### src/rtl/dtf_pkg.sv
// ----------------------------------------------------------------------------
// dtf_pkg
// Shared types, status codes, character codes and the power-of-ten table
// for the decimal text to fixed-point parser.
// ----------------------------------------------------------------------------
package dtf_pkg;

    localparam int unsigned CHAR_W         = 8;
    localparam int unsigned LEN_W          = 16;
    localparam int unsigned INT_W          = 32;
    localparam int unsigned FRAC_ACC_W     = 30;
    localparam int unsigned FRAC_CNT_W     = 4;
    localparam int unsigned VALUE_W        = 49;
    localparam int unsigned MAG_W          = 48;
    localparam int unsigned STATUS_W       = 2;
    localparam int unsigned OUT_TDATA_W    = 56;
    localparam int unsigned MAX_FRAC_DIGITS = 9;

    localparam logic [0:0] REG_MAX_LEN = 1'b0;

    localparam logic [STATUS_W-1:0] ST_OK      = 2'd0;
    localparam logic [STATUS_W-1:0] ST_BAD     = 2'd1;
    localparam logic [STATUS_W-1:0] ST_NODIGIT = 2'd2;
    localparam logic [STATUS_W-1:0] ST_LONG    = 2'd3;

    localparam logic [CHAR_W-1:0] CH_NUL   = 8'h00;
    localparam logic [CHAR_W-1:0] CH_0     = 8'h30;
    localparam logic [CHAR_W-1:0] CH_9     = 8'h39;
    localparam logic [CHAR_W-1:0] CH_MINUS = 8'h2D;
    localparam logic [CHAR_W-1:0] CH_PLUS  = 8'h2B;
    localparam logic [CHAR_W-1:0] CH_POINT = 8'h2E;

    typedef struct packed {
        logic                clear;
        logic                cnt_inc;
        logic                int_dig;
        logic                frac_dig;
        logic                sign_load;
        logic                div_start;
        logic                div_step;
        logic                load_err;
        logic                load_val;
        logic [STATUS_W-1:0] err_code;
    } t_cmd;

    typedef struct packed {
        logic is_nul;
        logic is_digit;
        logic is_minus;
        logic is_plus;
        logic is_point;
        logic len_hit;
        logic int_seen;
        logic frac_full;
        logic div_last;
    } t_sts;

    function automatic logic [FRAC_ACC_W-1:0] pow10(input logic [FRAC_CNT_W-1:0] n);
        logic [FRAC_ACC_W-1:0] p;
        case (n)
            4'd0:    p = 30'd1;
            4'd1:    p = 30'd10;
            4'd2:    p = 30'd100;
            4'd3:    p = 30'd1000;
            4'd4:    p = 30'd10000;
            4'd5:    p = 30'd100000;
            4'd6:    p = 30'd1000000;
            4'd7:    p = 30'd10000000;
            4'd8:    p = 30'd100000000;
            default: p = 30'd1000000000;
        endcase
        return p;
    endfunction

endpackage

### src/rtl/dtf_cfg.sv
// ----------------------------------------------------------------------------
// dtf_cfg
// APB register file holding the max_length limit.
// ----------------------------------------------------------------------------
module dtf_cfg (
    input  logic                      i_clk,
    input  logic                      i_rst_n,
    input  logic                      psel,
    input  logic                      penable,
    input  logic                      pwrite,
    input  logic [2:0]                paddr,
    input  logic [31:0]               pwdata,
    output logic [31:0]               prdata,
    output logic                      pready,
    output logic [dtf_pkg::LEN_W-1:0] o_max_len
);

    logic [dtf_pkg::LEN_W-1:0] r_max_len;
    logic [dtf_pkg::LEN_W-1:0] n_max_len;
    logic                      w_wr;

    assign pready = 1'b1;
    assign w_wr   = psel && penable && pwrite && (paddr[2] == dtf_pkg::REG_MAX_LEN);

    always_comb begin
        n_max_len = r_max_len;
        if (w_wr) begin
            n_max_len = pwdata[dtf_pkg::LEN_W-1:0];
        end
    end

    always_ff @(posedge i_clk) begin
        if (!i_rst_n) begin
            r_max_len <= 16'd32;
        end else begin
            r_max_len <= n_max_len;
        end
    end

    assign prdata    = (paddr[2] == dtf_pkg::REG_MAX_LEN) ? {16'd0, r_max_len} : 32'd0;
    assign o_max_len = r_max_len;

endmodule

### src/rtl/dtf_dp.sv
// ----------------------------------------------------------------------------
// dtf_dp
// Datapath: character decode, integer and fraction accumulators, length
// counter, bit-serial restoring divider and the result register.
// ----------------------------------------------------------------------------
module dtf_dp #(
    parameter int unsigned FRAC_BITS = 16
) (
    input  logic                            i_clk,
    input  logic                            i_rst_n,
    input  logic [dtf_pkg::CHAR_W-1:0]      i_char,
    input  logic [dtf_pkg::LEN_W-1:0]       i_max_len,
    input  dtf_pkg::t_cmd                   i_cmd,
    output dtf_pkg::t_sts                   o_sts,
    output logic [dtf_pkg::VALUE_W-1:0]     o_value,
    output logic [dtf_pkg::STATUS_W-1:0]    o_status
);

    localparam int unsigned STEP_W = $clog2(FRAC_BITS);
    localparam int unsigned IP_W   = dtf_pkg::MAG_W - FRAC_BITS;
    localparam int unsigned REM_W  = dtf_pkg::FRAC_ACC_W + 1;

    logic                                r_neg;
    logic [dtf_pkg::INT_W-1:0]           r_int;
    logic                                r_int_seen;
    logic [dtf_pkg::FRAC_ACC_W-1:0]      r_frac;
    logic [dtf_pkg::FRAC_CNT_W-1:0]      r_frac_cnt;
    logic [dtf_pkg::LEN_W-1:0]           r_cnt;
    logic [REM_W-1:0]                    r_rem;
    logic [dtf_pkg::FRAC_ACC_W-1:0]      r_div;
    logic [FRAC_BITS-1:0]                r_quo;
    logic [STEP_W-1:0]                   r_step;
    logic [dtf_pkg::VALUE_W-1:0]         r_value;
    logic [dtf_pkg::STATUS_W-1:0]        r_status;

    logic [3:0]                          w_dig;
    logic [dtf_pkg::FRAC_CNT_W-1:0]      w_nd;
    logic [REM_W-1:0]                    w_shift;
    logic                                w_ge;
    logic [REM_W-1:0]                    w_rem_nxt;
    logic                                w_sat;
    logic [63:0]                         w_ip_wide;
    logic [dtf_pkg::MAG_W-1:0]           w_mag;
    logic [dtf_pkg::VALUE_W-1:0]         w_pos;

    assign w_dig = i_char[3:0];

    always_comb begin
        o_sts.is_nul    = (i_char == dtf_pkg::CH_NUL);
        o_sts.is_digit  = (i_char >= dtf_pkg::CH_0) && (i_char <= dtf_pkg::CH_9);
        o_sts.is_minus  = (i_char == dtf_pkg::CH_MINUS);
        o_sts.is_plus   = (i_char == dtf_pkg::CH_PLUS);
        o_sts.is_point  = (i_char == dtf_pkg::CH_POINT);
        o_sts.len_hit   = ({1'b0, r_cnt} + 17'd1) >= {1'b0, i_max_len};
        o_sts.int_seen  = r_int_seen;
        o_sts.frac_full = (r_frac_cnt >= 4'(dtf_pkg::MAX_FRAC_DIGITS));
        o_sts.div_last  = (r_step == STEP_W'(FRAC_BITS - 1));
    end

    assign w_nd      = (r_frac_cnt > 4'd9) ? 4'd9 : r_frac_cnt;
    assign w_shift   = {r_rem[REM_W-2:0], 1'b0};
    assign w_ge      = w_shift >= {1'b0, r_div};
    assign w_rem_nxt = w_ge ? (w_shift - {1'b0, r_div}) : w_shift;

    assign w_ip_wide = 64'(r_int);
    assign w_sat     = (w_ip_wide >> IP_W) != 64'd0;
    assign w_mag     = w_sat ? {dtf_pkg::MAG_W{1'b1}}
                             : (dtf_pkg::MAG_W'(w_ip_wide << FRAC_BITS)
                                | dtf_pkg::MAG_W'(r_quo));
    assign w_pos     = {1'b0, w_mag};

    always_ff @(posedge i_clk) begin
        if (!i_rst_n) begin
            r_neg      <= 1'b0;
            r_int      <= '0;
            r_int_seen <= 1'b0;
            r_frac     <= '0;
            r_frac_cnt <= '0;
            r_cnt      <= '0;
        end else if (i_cmd.clear) begin
            r_neg      <= 1'b0;
            r_int      <= '0;
            r_int_seen <= 1'b0;
            r_frac     <= '0;
            r_frac_cnt <= '0;
            r_cnt      <= '0;
        end else begin
            if (i_cmd.cnt_inc) begin
                r_cnt <= r_cnt + 16'd1;
            end
            if (i_cmd.int_dig) begin
                r_int      <= (r_int << 3) + (r_int << 1) + 32'(w_dig);
                r_int_seen <= 1'b1;
            end
            if (i_cmd.frac_dig) begin
                r_frac     <= (r_frac << 3) + (r_frac << 1) + 30'(w_dig);
                r_frac_cnt <= r_frac_cnt + 4'd1;
            end
            if (i_cmd.sign_load) begin
                r_neg <= o_sts.is_minus;
            end
        end
    end

    always_ff @(posedge i_clk) begin
        if (i_cmd.div_start) begin
            r_rem  <= {1'b0, r_frac};
            r_div  <= dtf_pkg::pow10(w_nd);
            r_quo  <= '0;
            r_step <= '0;
        end else if (i_cmd.div_step) begin
            r_rem  <= w_rem_nxt;
            r_quo  <= {r_quo[FRAC_BITS-2:0], w_ge};
            r_step <= r_step + STEP_W'(1);
        end
    end

    always_ff @(posedge i_clk) begin
        if (i_cmd.load_err) begin
            r_value  <= '0;
            r_status <= i_cmd.err_code;
        end else if (i_cmd.load_val) begin
            r_value  <= r_neg ? (dtf_pkg::VALUE_W'(0) - w_pos) : w_pos;
            r_status <= dtf_pkg::ST_OK;
        end
    end

    assign o_value  = r_value;
    assign o_status = r_status;

endmodule

### src/rtl/dtf_ctrl.sv
// ----------------------------------------------------------------------------
// dtf_ctrl
// Parser state machine: steps through sign, integer, fraction and drop
// stages, sequences the divider and owns the output valid flag.
// ----------------------------------------------------------------------------
module dtf_ctrl (
    input  logic          i_clk,
    input  logic          i_rst_n,
    input  logic          i_in_vld,
    input  logic          i_out_rdy,
    input  dtf_pkg::t_sts i_sts,
    output logic          o_in_rdy,
    output logic          o_out_vld,
    output dtf_pkg::t_cmd o_cmd
);

    localparam logic [2:0] S_SIGN = 3'd0;
    localparam logic [2:0] S_INT  = 3'd1;
    localparam logic [2:0] S_FRAC = 3'd2;
    localparam logic [2:0] S_DROP = 3'd3;
    localparam logic [2:0] S_DIV  = 3'd4;
    localparam logic [2:0] S_FIN  = 3'd5;

    logic [2:0] r_state;
    logic [2:0] n_state;
    logic       r_out_vld;
    logic       n_out_vld;
    logic       w_acc;
    logic       w_ok;

    assign o_in_rdy = (r_state != S_DIV) && (r_state != S_FIN)
                      && (!r_out_vld || i_out_rdy);
    assign w_acc    = i_in_vld && o_in_rdy;

    always_comb begin
        n_state = r_state;
        o_cmd   = '0;
        w_ok    = i_sts.is_digit
                  || ((r_state == S_SIGN)
                      && (i_sts.is_minus || i_sts.is_plus || i_sts.is_point))
                  || ((r_state == S_INT) && i_sts.is_point);
        unique case (r_state) inside
            S_SIGN, S_INT, S_FRAC: begin
                if (w_acc) begin
                    if (i_sts.is_nul) begin
                        if ((r_state == S_SIGN)
                            || ((r_state == S_INT) && !i_sts.int_seen)) begin
                            o_cmd.load_err = 1'b1;
                            o_cmd.err_code = dtf_pkg::ST_NODIGIT;
                            o_cmd.clear    = 1'b1;
                            n_state        = S_SIGN;
                        end else begin
                            o_cmd.div_start = 1'b1;
                            n_state         = S_DIV;
                        end
                    end else if (!w_ok) begin
                        o_cmd.load_err = 1'b1;
                        o_cmd.err_code = dtf_pkg::ST_BAD;
                        o_cmd.clear    = 1'b1;
                        n_state        = S_DROP;
                    end else if (i_sts.len_hit) begin
                        o_cmd.load_err = 1'b1;
                        o_cmd.err_code = dtf_pkg::ST_LONG;
                        o_cmd.clear    = 1'b1;
                        n_state        = S_DROP;
                    end else begin
                        o_cmd.cnt_inc = 1'b1;
                        if (i_sts.is_digit) begin
                            if (r_state == S_FRAC) begin
                                o_cmd.frac_dig = !i_sts.frac_full;
                            end else begin
                                o_cmd.int_dig = 1'b1;
                                n_state       = S_INT;
                            end
                        end else if (i_sts.is_point) begin
                            n_state = S_FRAC;
                        end else begin
                            o_cmd.sign_load = 1'b1;
                            n_state         = S_INT;
                        end
                    end
                end
            end
            S_DROP: begin
                if (w_acc && i_sts.is_nul) begin
                    o_cmd.clear = 1'b1;
                    n_state     = S_SIGN;
                end
            end
            S_DIV: begin
                o_cmd.div_step = 1'b1;
                if (i_sts.div_last) begin
                    n_state = S_FIN;
                end
            end
            S_FIN: begin
                o_cmd.load_val = 1'b1;
                o_cmd.clear    = 1'b1;
                n_state        = S_SIGN;
            end
            default: begin
                o_cmd.clear = 1'b1;
                n_state     = S_SIGN;
            end
        endcase
    end

    always_comb begin
        n_out_vld = r_out_vld;
        if (i_out_rdy) begin
            n_out_vld = 1'b0;
        end
        if (o_cmd.load_err || o_cmd.load_val) begin
            n_out_vld = 1'b1;
        end
    end

    always_ff @(posedge i_clk) begin
        if (!i_rst_n) begin
            r_state   <= S_SIGN;
            r_out_vld <= 1'b0;
        end else begin
            r_state   <= n_state;
            r_out_vld <= n_out_vld;
        end
    end

    assign o_out_vld = r_out_vld;

`ifndef SYNTHESIS
    a_fin_out_free: assert property (@(posedge i_clk) disable iff (!i_rst_n)
        (r_state == S_FIN) |-> !r_out_vld)
        else $error("result load while output register busy");

    a_fin_after_div: assert property (@(posedge i_clk) disable iff (!i_rst_n)
        (r_state == S_FIN) |-> ($past(r_state) == S_DIV))
        else $error("load state entered without divide");

    a_nul_starts_div: assert property (@(posedge i_clk) disable iff (!i_rst_n)
        (w_acc && i_sts.is_nul && (r_state == S_INT) && i_sts.int_seen)
        |=> (r_state == S_DIV))
        else $error("terminator did not start divide");

    a_vld_source: assert property (@(posedge i_clk) disable iff (!i_rst_n)
        $rose(r_out_vld) |-> ($past(w_acc) || ($past(r_state) == S_FIN)))
        else $error("result appeared without a cause");
`endif

endmodule

### src/rtl/decimal_text_to_fixed_parser.sv
// ----------------------------------------------------------------------------
// decimal_text_to_fixed_parser
// Streams ASCII decimal text in and returns signed fixed-point numbers or
// error codes, one result per NUL-terminated number or per error.
// ----------------------------------------------------------------------------
// Characters are taken one per cycle while the output register is free or
// being drained. A NUL that completes a valid number stalls the input while
// the bit-serial restoring divider takes its FRAC_BITS steps to turn the
// decimal fraction into binary, and while the result is formed and loaded.
// Errors are reported in the cycle after the offending character; after a
// bad or length-exceeding character the parser drops input through the next
// NUL. max_length is written at APB address 0x0 and resets to 32.
// ----------------------------------------------------------------------------
module decimal_text_to_fixed_parser #(
    parameter int unsigned FRAC_BITS = 16
) (
    input  logic                                i_clk,
    input  logic                                i_rst_n,
    input  logic                                s_tvalid,
    output logic                                s_tready,
    input  logic [dtf_pkg::CHAR_W-1:0]          s_tdata,   // [7:0] text_char
    output logic                                m_tvalid,
    input  logic                                m_tready,
    output logic [dtf_pkg::OUT_TDATA_W-1:0]     m_tdata,   // [48:0] value, [50:49] status
    input  logic                                psel,
    input  logic                                penable,
    input  logic                                pwrite,
    input  logic [2:0]                          paddr,
    input  logic [31:0]                         pwdata,
    output logic [31:0]                         prdata,
    output logic                                pready
);

    dtf_pkg::t_cmd                  w_cmd;
    dtf_pkg::t_sts                  w_sts;
    logic [dtf_pkg::LEN_W-1:0]      w_max_len;
    logic [dtf_pkg::VALUE_W-1:0]    w_value;
    logic [dtf_pkg::STATUS_W-1:0]   w_status;

    dtf_cfg u_cfg (
        .i_clk     (i_clk),
        .i_rst_n   (i_rst_n),
        .psel      (psel),
        .penable   (penable),
        .pwrite    (pwrite),
        .paddr     (paddr),
        .pwdata    (pwdata),
        .prdata    (prdata),
        .pready    (pready),
        .o_max_len (w_max_len)
    );

    dtf_dp #(
        .FRAC_BITS (FRAC_BITS)
    ) u_dp (
        .i_clk     (i_clk),
        .i_rst_n   (i_rst_n),
        .i_char    (s_tdata),
        .i_max_len (w_max_len),
        .i_cmd     (w_cmd),
        .o_sts     (w_sts),
        .o_value   (w_value),
        .o_status  (w_status)
    );

    dtf_ctrl u_ctrl (
        .i_clk     (i_clk),
        .i_rst_n   (i_rst_n),
        .i_in_vld  (s_tvalid),
        .i_out_rdy (m_tready),
        .i_sts     (w_sts),
        .o_in_rdy  (s_tready),
        .o_out_vld (m_tvalid),
        .o_cmd     (w_cmd)
    );

    assign m_tdata = {5'd0, w_status, w_value};

endmodule

### config.mk
export PLATFORM = sky130hd
export DESIGN_NAME = decimal_text_to_fixed_parser
export DESIGN_NICKNAME = d
export VERILOG_FILES = /design/src/rtl/dtf_pkg.sv /design/src/rtl/dtf_cfg.sv /design/src/rtl/dtf_dp.sv /design/src/rtl/dtf_ctrl.sv /design/src/rtl/decimal_text_to_fixed_parser.sv
export SDC_FILE = /design/constraint.sdc
export NUM_CORES = 1
export LEC_CHECK = 0
export ABC_AREA = 0
export ABC_CLOCK_PERIOD_IN_PS = 12300
export BUFFER_PORTS_ARGS = -buffer_cell sky130_fd_sc_hd__buf_4
export CAP_MARGIN = 30
export CORE_ASPECT_RATIO = 1.25
export CORE_MARGIN = 8
export CORE_UTILIZATION = 61
export DETAILED_ROUTE_END_ITERATION = 8
export GPL_ROUTABILITY_DRIVEN = 0
export PLACE_DENSITY = 0.85
export SETUP_SLACK_MARGIN = 0.2
export SLEW_MARGIN = 15
export SYNTH_ARGS = -nofsm -noshare
export SYNTH_HDL_FRONTEND = slang
export SYNTH_HIERARCHICAL = 1
export SYNTH_SLANG_ARGS = --single-unit
### constraint.sdc
create_clock -name i_clk -period 12.3 [get_ports i_clk]
set_input_delay 1.845 -clock i_clk [delete_from_list [all_inputs] [get_ports i_clk]]
set_output_delay 1.845 -clock i_clk [all_outputs]
set_load 0.005 [all_outputs]
==> flow_summary.toml, run 1 <==
[synth]
ys_ff_latch = 228
avgSynthCellArea_um2 = 8.71
synth_area_leaders = "dfxtp_1 22%, ha_1 13%, edfxtp_1 10%, mux2i_1 5.3%, xor2_1 5.0%"
ys_seq_area_frac = 0.320
async_reset_ff_frac = 0
synth_cells = 1836
synth.most_common_cell = "nor2_1"
synth_area_um2 = 16000
ys_types = 81
synth_edf_count = 55
synth.largest_area_cell = "dfxtp_1"
yosysWarningCount = 6
synth_top_area_frac = 0.217
synth_ff_type = "dfxtp_1"
synth_common_cells = "210 x nor2_1, 173 x dfxtp_1, 170 x ha_1"

[sta]
max_freq_mhz = 177
finalCriticalPeriod_ns = 5.66
hold_viol_final = 0
finalMaxSlewViolations = 0
setup_tns_ns = 0
slew_headroom = 0.462
rsz0062_at_grt = "no"
worst_slew_pin_slew_ns = 0.807
setup_viol = 0
min_period_over_period = 0.460
finClkSkew_ns = 0.00847

[detailed_routing]
ant_nets = 0
via_per_inst = 6.05
drc_errors = 0
wl_per_cell_um = 17.3
drt_iter0_drc = 897
drtPass1Iterations = 5
postRouteWirelength_um = 39200
num_vias = 13700

[clock_tree]
cts.clk_slew.worst_paths_ns = 0.06
cts_hold_buffers = 0
cts_root_buffer = "clkbuf_16"
cts_buffers = 25
post_cts.repair.setup_buffers = 0
post_cts_resized = 0
cts_tree = "built"
clkLatencyLatePin_ns = 0.52
cts_sinks = 228
cts_buffer_depth = 3
cts_max_level = 1

[power]
ir_worst_vdd_mv = 0.178
leakage_nw = 7.77
power_density_nw_per_um2 = 93.3
power_w = 0.00167

[finish]
n_fill_cell = 1982
multi_input_area_um2 = 10200
fin_nets = 2124
drive_gt1_frac = 0.109
area.growth.synth_to_final_pct = 11.6
seq_area_um2 = 5110

[grt]
grt_pass1_vias = 13900
grt_max_degree = 60
gr-usage-all-layers = 0.238
grt_pass1_wl_um = 64400
grt_antenna_before_repair = 2
overflow = 0

[setup_path]
required_ns = 12.75
cp_data_arrival_time_ns = 6.10
cp-start-kind = "flop"
crit_fanout = 34
end_kind = "flop"
critPathKind = "reg2reg"

[run_status]
status = "finished, final reports clean"

[die]
die_width_um = 161
top_level_ports = 141
die_area_um2 = 31700
initial_core_util = 0.617
die_h_um = 197
rows = 66
core-area_um2 = 25900

[placement]
dpl.hpwl_um = 28000
numPortBuffers = 100

[run]
cap_violations = 0

[hold_path]
min_path_type = "reg2reg"
[kinds of logic (layout without fill, tap and decap cells)]
family	count (synthesis)	in the layout	synth area share
AO/OA/AOI/OAI	400	400	0.162
other	3	24	0.000704
XOR/XNOR	151	151	0.0827
multiplexers	102	102	0.0653
adder cells (fa/ha/maj)	175	175	0.139
buffers and inverters	181	244	0.0515
AND/OR/NAND/NOR	596	596	0.179
flip-flops	228	228	0.320
[routing by layer]
layer	routed length, um	vias up	track usage
met3	1770	139	0.0292
li1	-	6623	-
met2	20600	405	0.456
met4	1790	0	0.117
met1	15000	6516	0.253
met5	0	-	0
[cell type report]
type                            instances  area share
Multi-Input combinational cell       1446       0.569
Sequential cell                       228       0.287
Timing Repair Buffer                  114      0.0510
Clock buffer                           34      0.0427
Tap cell                              340      0.0238
Inverter                               84      0.0177
Clock inverter                         12     0.00911
Antenna cell                            2    0.000280
[critical path, stage by stage (launching register included)]
cell	delay (ns)
dfxtp_1	0.39
ha_1	0.22
and3_1	0.23
and3_1	0.22
and3_1	0.23
and3_1	0.23
and3_1	0.28
nand3_1	0.12
xnor2_1	0.15
ha_1	0.32
a21oi_1	0.14
a21boi_0	0.09
a311oi_1	0.22
o21ai_0	0.29
nor2_1	0.33
and3b_2	0.46
and3b_1	0.23
buf_4	0.45
inv_1	0.36
or3_1	0.44
o211ai_1	0.15
[power by group]
group | switching (W) | internal [W] | leakage [nW]
Combinational | 0.0000373 | 0.0000230 | 5.37
Sequential | 0.00000673 | 0.000768 | 1.95
Clock | 0.000314 | 0.000517 | 0.453
Total | 0.000358 | 0.00131 | 7.77
[stage by stage]
stage	cells	cell area, um2	hold WS, ns	util	setup slack (ns)
detailed placement	2209	16900	0.445	0.651	6.71
global placement	2206	16800	0.439	0.649	6.73
global route	2260	17800	0.485	0.688	6.17
floorplan	1855	16100	0.436	-	7.30
finish	2260	17800	0.463	0.688	6.64
CTS	2255	17800	0.459	0.686	6.68
[cells in the final DEF, fill, tap and decap left out, drive strengths merged, types with 9 or more instances in the layout]
master  count
or3        11
ha        170
and3       21
nand2     149
nor3       26
o211ai      9
mux2i      84
o31ai      15
nor4       10
dfxtp     173
nor2b      23
o21ai     104
a21o       44
buf       114
and2       13
nand4      20
nor3b      10
a21oi     102
nand2b     19
clkbuf     34
mux2       18
a31oi      15
o21a       16
xnor2      60
or2        11
xor2       91
nand3      39
conb       22
a211oi     35
edfxtp     55
nor2      212
inv        86
[path summary, 6_finish.rpt]
path	from	endpoint	slack (ns)	cells past startpoint
worst max-delay path	u_dp/r_cnt[0]	u_dp/r_int[29]	6.64	20
worst min-delay path	u_dp/o_value[42]	u_dp/o_value[42]	0.46	2
worst max register to register	u_dp/r_cnt[0]	u_dp/r_int[29]	6.64	20
worst min register to register	u_dp/o_value[42]	u_dp/o_value[42]	0.46	2
[flip-flops by register name, indices dropped and copies added (netlist names)]
| register | cells |
|---|---|
| u_dp/r_neg | 1 |
| u_ctrl/o_out_vld | 1 |
| u_dp/r_frac_cnt | 4 |
| u_dp/r_int_seen | 1 |
| u_dp/r_step | 4 |
| u_dp/o_value | 49 |
| u_dp/r_rem | 30 |
| u_dp/o_status | 2 |
| u_cfg/o_max_len | 16 |
| u_dp/r_frac | 30 |
| u_ctrl/r_state | 3 |
| u_dp/r_div | 23 |
| u_dp/r_cnt | 16 |
| u_dp/r_quo | 16 |
| u_dp/r_int | 32 |
No activity file was read; power rests on OpenSTA's default activity.
==> inputs of run 2 (changes only) <==
--- a/config.mk
+++ b/config.mk
@@ -6,15 +6,15 @@
 export NUM_CORES = 1
 export LEC_CHECK = 0
 export ABC_AREA = 0
-export ABC_CLOCK_PERIOD_IN_PS = 12300
+export ABC_CLOCK_PERIOD_IN_PS = 4990
 export BUFFER_PORTS_ARGS = -buffer_cell sky130_fd_sc_hd__buf_4
 export CAP_MARGIN = 30
 export CORE_ASPECT_RATIO = 1.25
 export CORE_MARGIN = 8
-export CORE_UTILIZATION = 61
+export CORE_UTILIZATION = 55
 export DETAILED_ROUTE_END_ITERATION = 8
 export GPL_ROUTABILITY_DRIVEN = 0
-export PLACE_DENSITY = 0.85
+export PLACE_DENSITY = 0.81
 export SETUP_SLACK_MARGIN = 0.2
 export SLEW_MARGIN = 15
 export SYNTH_ARGS = -nofsm -noshare
==> constraint.sdc (replaced) <==
create_clock -name i_clk -period 4.99 [get_ports i_clk]
set_input_delay 0.7485 -clock i_clk [delete_from_list [all_inputs] [get_ports i_clk]]
set_output_delay 0.7485 -clock i_clk [all_outputs]
set_load 0.005 [all_outputs]
==> flow_summary.toml, run 2 (synthesis results as in run 1) <==
[setup_path]
critPathKind = "reg2reg"
timing.rr.start = "u_dp/r_cnt[0]"
cp_data_arrival_time_ns = 4.91
slowest_stage = "or3_1"
required_ns = 5.44
r2r-end = "u_dp/r_int[29]"
worst_path_most_repeated_cell = "and3_1"
regToRegSetupSlack_ns = 0.53
crit_buf_inv = 2
cp-start-kind = "flop"
end_kind = "flop"
rr_worst_depth = 20
cp_top_family = "simple AND/OR/NAND/NOR gates"
critPathMaxStageDelay_ns = 0.39
crit_fanout = 8
cp-startpoint = "u_dp/r_cnt[0]"
crit_chain = "ha_2, and3_1, and3_1, and3_1, and3_1, and3_2, nand3_1, xnor2_1, ha_1, a21oi_1, a21boi_0, a311oi_1, o21ai_1, nor2_2, buf_4, and3b_2, and3b_2, clkinvlp_4, or3_1, o211ai_1"

[sta]
setup_viol = 0
finalMaxSlewViolations = 0
hold_viol_final = 0
finClkSkew_ns = 0.0156
worst_slew_pin_slew_ns = 0.917
min_period_over_period = 0.894
setup_tns_ns = 0
max_freq_mhz = 224
slew_headroom = 0.388
finalWorstSetupSlack_ns = 0.529
rsz0062_at_grt = "no"
finalCriticalPeriod_ns = 4.46

[placement]
place_ws_ns = 0.231
numPortBuffers = 100
dp.cells = 2237
dpl.hpwl_um = 27900
placed_area_um2 = 17000

[finish]
instances_no_fill = 2293
mostFrequentLayoutCell = "nor2_1"
largest_reg_flops = 49
final_cell_mix = "207 x nor2_1, 173 x dfxtp_1, 169 x ha_1, 149 x nand2_1, 116 x buf_4"
final_util = 0.621
fin_nets = 2138
area.growth.synth_to_final_pct = 12.3
drive_gt1_frac = 0.120
final_area_um2 = 18000
n_fill_cell = 2419

[hold_path]
whs_endpoint = "u_dp/o_value[33]"
min_path_type = "reg2reg"
worstHoldPathCells = 2
hp-start = "u_dp/o_value[33]"

[power]
power_density_nw_per_um2 = 218
leakage_nw = 7.80
ir_worst_vdd_mv = 0.259

[die]
top_level_ports = 141
rows = 70
die_area_um2 = 34800
die_h_um = 207
die_width_um = 169
initial_core_util = 0.553
core-area_um2 = 28900

[clock_tree]
clkLatencyLatePin_ns = 0.54
cts_max_level = 1
cts.clk_slew.worst_paths_ns = 0.06
cts_buffers = 26
cts_sinks = 228
cts_tree = "built"
cts_buffer_depth = 3
cts_root_buffer = "clkbuf_16"

[detailed_routing]
ant_nets = 0
drc_errors = 0
wl_per_cell_um = 16.7
postRouteWirelength_um = 38300
drtPass1Iterations = 5
num_vias = 13600
via_per_inst = 5.93
drt_iter0_drc = 939

[grt]
grt_pass1_vias = 13400
grt_antenna_before_repair = 0
grt_max_degree = 49
grt_pass1_wl_um = 63000
overflow = 0
gr-usage-all-layers = 0.213

[run_status]
status = "finished, final reports clean"

[run]
cap_violations = 0
## run 2: worst max path at each step
| stage | slack [ns] | to | cells past startpoint |
|---|---|---|---|
| 5_1_grt | 0.18 | u_dp/r_int[8] | 21 |
| 6_report | 0.53 | u_dp/r_int[29] | 20 |
| 3_3_place_gp | 0.34 | u_dp/r_frac[8] | 21 |
| 4_1_cts | 0.27 | u_dp/r_frac[5] | 20 |
| 3_5_place_dp | 0.23 | u_dp/r_frac[8] | 21 |
| 2_1_floorplan | 0.33 | u_dp/r_frac[5] | 21 |
## run 2: layout make-up
cell class	count	area, um2	share of cell area
Antenna cell	1	2.50	0.000139
Clock buffer	35	736	0.0410
Clock inverter	12	96.3	0.00537
Inverter	84	323	0.0180
Multi-Input combinational cell	1446	10200	0.567
Sequential cell	228	5110	0.285
Tap cell	360	450	0.0251
Timing Repair Buffer	127	1050	0.0587
## run 2: report_power, final
part	leakage (nW)	switching [W]	internal, W
Sequential	1.95	0.0000160	0.00189
Combinational	5.45	0.0000927	0.0000627
Clock	0.408	0.000771	0.00109
## run 2: what timing repair did
item	4_1_cts	5_1_grt
endpoints found under the setup margin	11	95
endpoints found under the hold margin	0	0
gates resized for setup	1	20
cloned	0	1
buffers inserted	1	4
pin swaps	1	0
hold buffers	0	0
## run 2: layer usage
layer  wire length, um  global-route usage  up-vias
li1                  -                   -     6652
met1             15200               0.235     6472
met2             20100               0.404      354
met3              1640              0.0270      114
met4              1360              0.0917        0
met5                 0                   0        -
## run 2: worst register-to-register path: cells and delay by family, from the launching register on
family / cells / cell delay [ns]
compound gates: 5 / 0.82
xor+xnor: 1 / 0.15
flops: 1 / 0.38
simple gates: 10 / 2.18
buf+inv: 2 / 0.31
fa+ha+maj: 2 / 0.54
## run 2: metrics by stage
stage | hold slack (ns) | power (W)
floorplan | 0.436 | 0.00205
global placement | 0.441 | 0.00209
detailed placement | 0.447 | 0.00210
CTS | 0.459 | 0.00395
global route | 0.468 | 0.00406
finish | 0.457 | 0.00392
==> inputs of run 3 (changes only) <==
--- a/config.mk
+++ b/config.mk
@@ -14,10 +14,9 @@
 export CORE_UTILIZATION = 55
 export DETAILED_ROUTE_END_ITERATION = 8
 export GPL_ROUTABILITY_DRIVEN = 0
-export PLACE_DENSITY = 0.81
+export PLACE_DENSITY = 0.77
 export SETUP_SLACK_MARGIN = 0.2
 export SLEW_MARGIN = 15
 export SYNTH_ARGS = -nofsm -noshare
 export SYNTH_HDL_FRONTEND = slang
-export SYNTH_HIERARCHICAL = 1
 export SYNTH_SLANG_ARGS = --single-unit
==> flow_summary.toml, run 3 <==
[finish]
diodes = 0
final_util = 0.616
largest_reg_flops = 49
mostFrequentLayoutCell = "nand2_1"
final_area_um2 = 17800
drive_gt1_frac = 0.106
instances_no_fill = 2385
area.growth.synth_to_final_pct = 11.5
final_cell_mix = "278 x nand2_1, 184 x a21oi_1, 174 x nor2_1, 173 x dfxtp_1, 170 x ha_1"
fin_nets = 2232

[clock_tree]
cts_root_buffer = "clkbuf_16"
cts_max_level = 1
cts_buffers = 24
cts_buffer_depth = 3
cts_sinks = 228
cts_tree = "built"
clkLatencyLatePin_ns = 0.52
cts.clk_slew.worst_paths_ns = 0.07

[hold_path]
min_path_type = "reg2reg"
whs_endpoint = "u_dp.o_value[23]"
worstHoldPathCells = 2
hp-start = "u_dp.o_value[23]"

[synth]
synth_fa_ha_area_frac = 0.139
synth_top_family_by_area = "compound AO/OA/AOI/OAI gates"
synth_common_cells = "278 x nand2_1, 184 x a21oi_1, 177 x nor2_1"
synth_ff_type = "dfxtp_1"
avgSynthCellArea_um2 = 8.24
synth-xor-area-share = 0.0740
synth.largest_area_cell = "dfxtp_1"
ys_seq_area_frac = 0.320
synth_edf_count = 55
synth.most_common_cell = "nand2_1"
synth_compound_area_frac = 0.209
synth_area_leaders = "dfxtp_1 22%, ha_1 13%, edfxtp_1 10%, nand2_1 6.5%, a21oi_1 5.8%"
yosysWarningCount = 0
synth_simple_gate_area_share = 0.196
synthMuxAreaShare = 0.00877
async_reset_ff_frac = 0
synth_top_area_frac = 0.217
ys_types = 85
synth_cells = 1940
ys_ff_latch = 228
synth_area_um2 = 16000

[detailed_routing]
via_per_inst = 5.92
postRouteWirelength_um = 39800
drtPass1Iterations = 5
drt_iter0_drc = 916
num_vias = 14100
wl_per_cell_um = 16.7
drc_errors = 0
ant_nets = 0

[setup_path]
critPathMaxStageDelay_ns = 0.49
crit_chain = "ha_1, nand3_2, or2_2, nor2_1, nand3_1, nor2_2, nand3_1, xnor2_1, ha_1, a211oi_1, nand2_1, nor3_2, a2111o_1, a21oi_4, a311o_2, buf_4, or4_1, nand3_1"
slowest_stage = "or4_1"
regToRegSetupSlack_ns = 0.60
crit_fanout = 4
cp_data_arrival_time_ns = 4.86
end_kind = "flop"
cp-start-kind = "flop"
r2r-end = "u_dp.r_int[30]"
critPathKind = "reg2reg"
worst_path_most_repeated_cell = "nand3_1"
rr_worst_depth = 18
required_ns = 5.46
timing.rr.start = "u_dp.r_cnt[0]"

[placement]
dpl.hpwl_um = 29800
dp.cells = 2338
placed_area_um2 = 16900
numPortBuffers = 100

[grt]
grt_pass1_wl_um = 65700
grt_pass1_vias = 13800
grt_antenna_before_repair = 0
overflow = 0
gr-usage-all-layers = 0.223
grt_max_degree = 52

[power]
power_frac_clock = 0.467
p_sw_frac = 0.236
ir_worst_vdd_mv = 0.255
p_comb_frac = 0.049
switching_power_w = 0.000954
leakage_nw = 7.86
p_seq_frac = 0.484
power_w = 0.00404
power_density_nw_per_um2 = 227
p_int_w = 0.00309

[sta]
finalCriticalPeriod_ns = 4.39
max_freq_mhz = 228
finClkSkew_ns = 0.0171
slew_headroom = 0.423
worst_slew_pin_slew_ns = 0.864
setup_viol = 0
rsz0062_at_grt = "no"
hold_viol_final = 0
min_period_over_period = 0.880
setup_tns_ns = 0
finalMaxSlewViolations = 0

[die]
die_width_um = 168
die_h_um = 207
top_level_ports = 141
initial_core_util = 0.553
die_area_um2 = 34800
rows = 70
core-area_um2 = 28900

[run_status]
status = "finished, final reports clean"

[run]
cap_violations = 0
run 3: cell count changes after synthesis, sizes merged, moves of 18 or more:
cell / delta
a21oi: +85
mux2: -18
mux2i: -70
nand2: +130
nor2: -33
xor2: -24
run 3: worst max-delay path by stage:
| stage | cells past startpoint | slack, ns | startpoint | end |
|---|---|---|---|---|
| 6_report | 18 | 0.60 | u_dp.r_cnt[0] | u_dp.r_int[30] |
| 5_1_grt | 19 | 0.23 | u_dp.r_cnt[0] | u_dp.r_int[5] |
| 4_1_cts | 19 | 0.43 | u_dp.r_cnt[0] | u_dp.r_frac[28] |
| 3_5_place_dp | 19 | 0.44 | u_dp.r_cnt[0] | u_dp.r_frac[28] |
| 3_3_place_gp | 19 | 0.58 | u_dp.r_cnt[0] | u_dp.r_frac[28] |
| 2_1_floorplan | 18 | 1.03 | u_dp.r_cnt[0] | u_dp.r_int[30] |
run 3: through the flow:
stage | hold slack (ns) | setup WS, ns
5_1_grt | 0.461 | 0.232
2_1_floorplan | 0.443 | 1.03
3_5_place_dp | 0.448 | 0.439
6_report | 0.457 | 0.600
4_1_cts | 0.450 | 0.426
3_3_place_gp | 0.444 | 0.576
run 3: metal layers:
metal / vias up / part of all wire / GRT usage / routed length, um
met1: 6721 / 0.42 / 0.255 / 16500
li1: 7017 / - / - / -
met4: 0 / 0.033 / 0.0907 / 1320
met5: - / 0 / 0 / 0
met3: 74 / 0.040 / 0.0261 / 1590
met2: 311 / 0.51 / 0.416 / 20300
run 3: cells by family after synthesis:
logic type / count (synthesis)
compound gates: 519
xor+xnor: 135
fa+ha+maj: 175
buf+inv: 180
flops: 228
mux: 14
other cells: 2
simple gates: 687
run 3: critical path, delay by kind of cell (launching register included):
kind,cells,cell delay (ns)
buffers and inverters,1,0.16
flip-flops,1,0.41
AND/OR/NAND/NOR,10,2.06
AO/OA/AOI/OAI,4,1.00
adder cells (fa/ha/maj),2,0.57
XOR/XNOR,1,0.15
run 3: what timing repair did:
item                       in CTS  in global routing
setup endpoints to repair       0                 18
buffers inserted                0                  2
gates resized for setup         0                  3
hold buffers                    0                  0
run 3: area by class of cell:
class	instances	area, um2
well taps	360	450
inverters	77	289
multi-input cells	1552	10200
fillers	2499	11100
repair buffers	124	963
clock inverters	14	154
clock buffers	30	687
flip-flops and latches	228	5110
run 3: power groups by stage:
stage               registers, W  logic, W  clock network (W)
finish                   0.00196  0.000197            0.00189
global route             0.00196  0.000217            0.00199
CTS                      0.00196  0.000193            0.00192
detailed placement       0.00200  0.000193                  0
global placement         0.00200  0.000188                  0
floorplan                0.00198  0.000145                  0
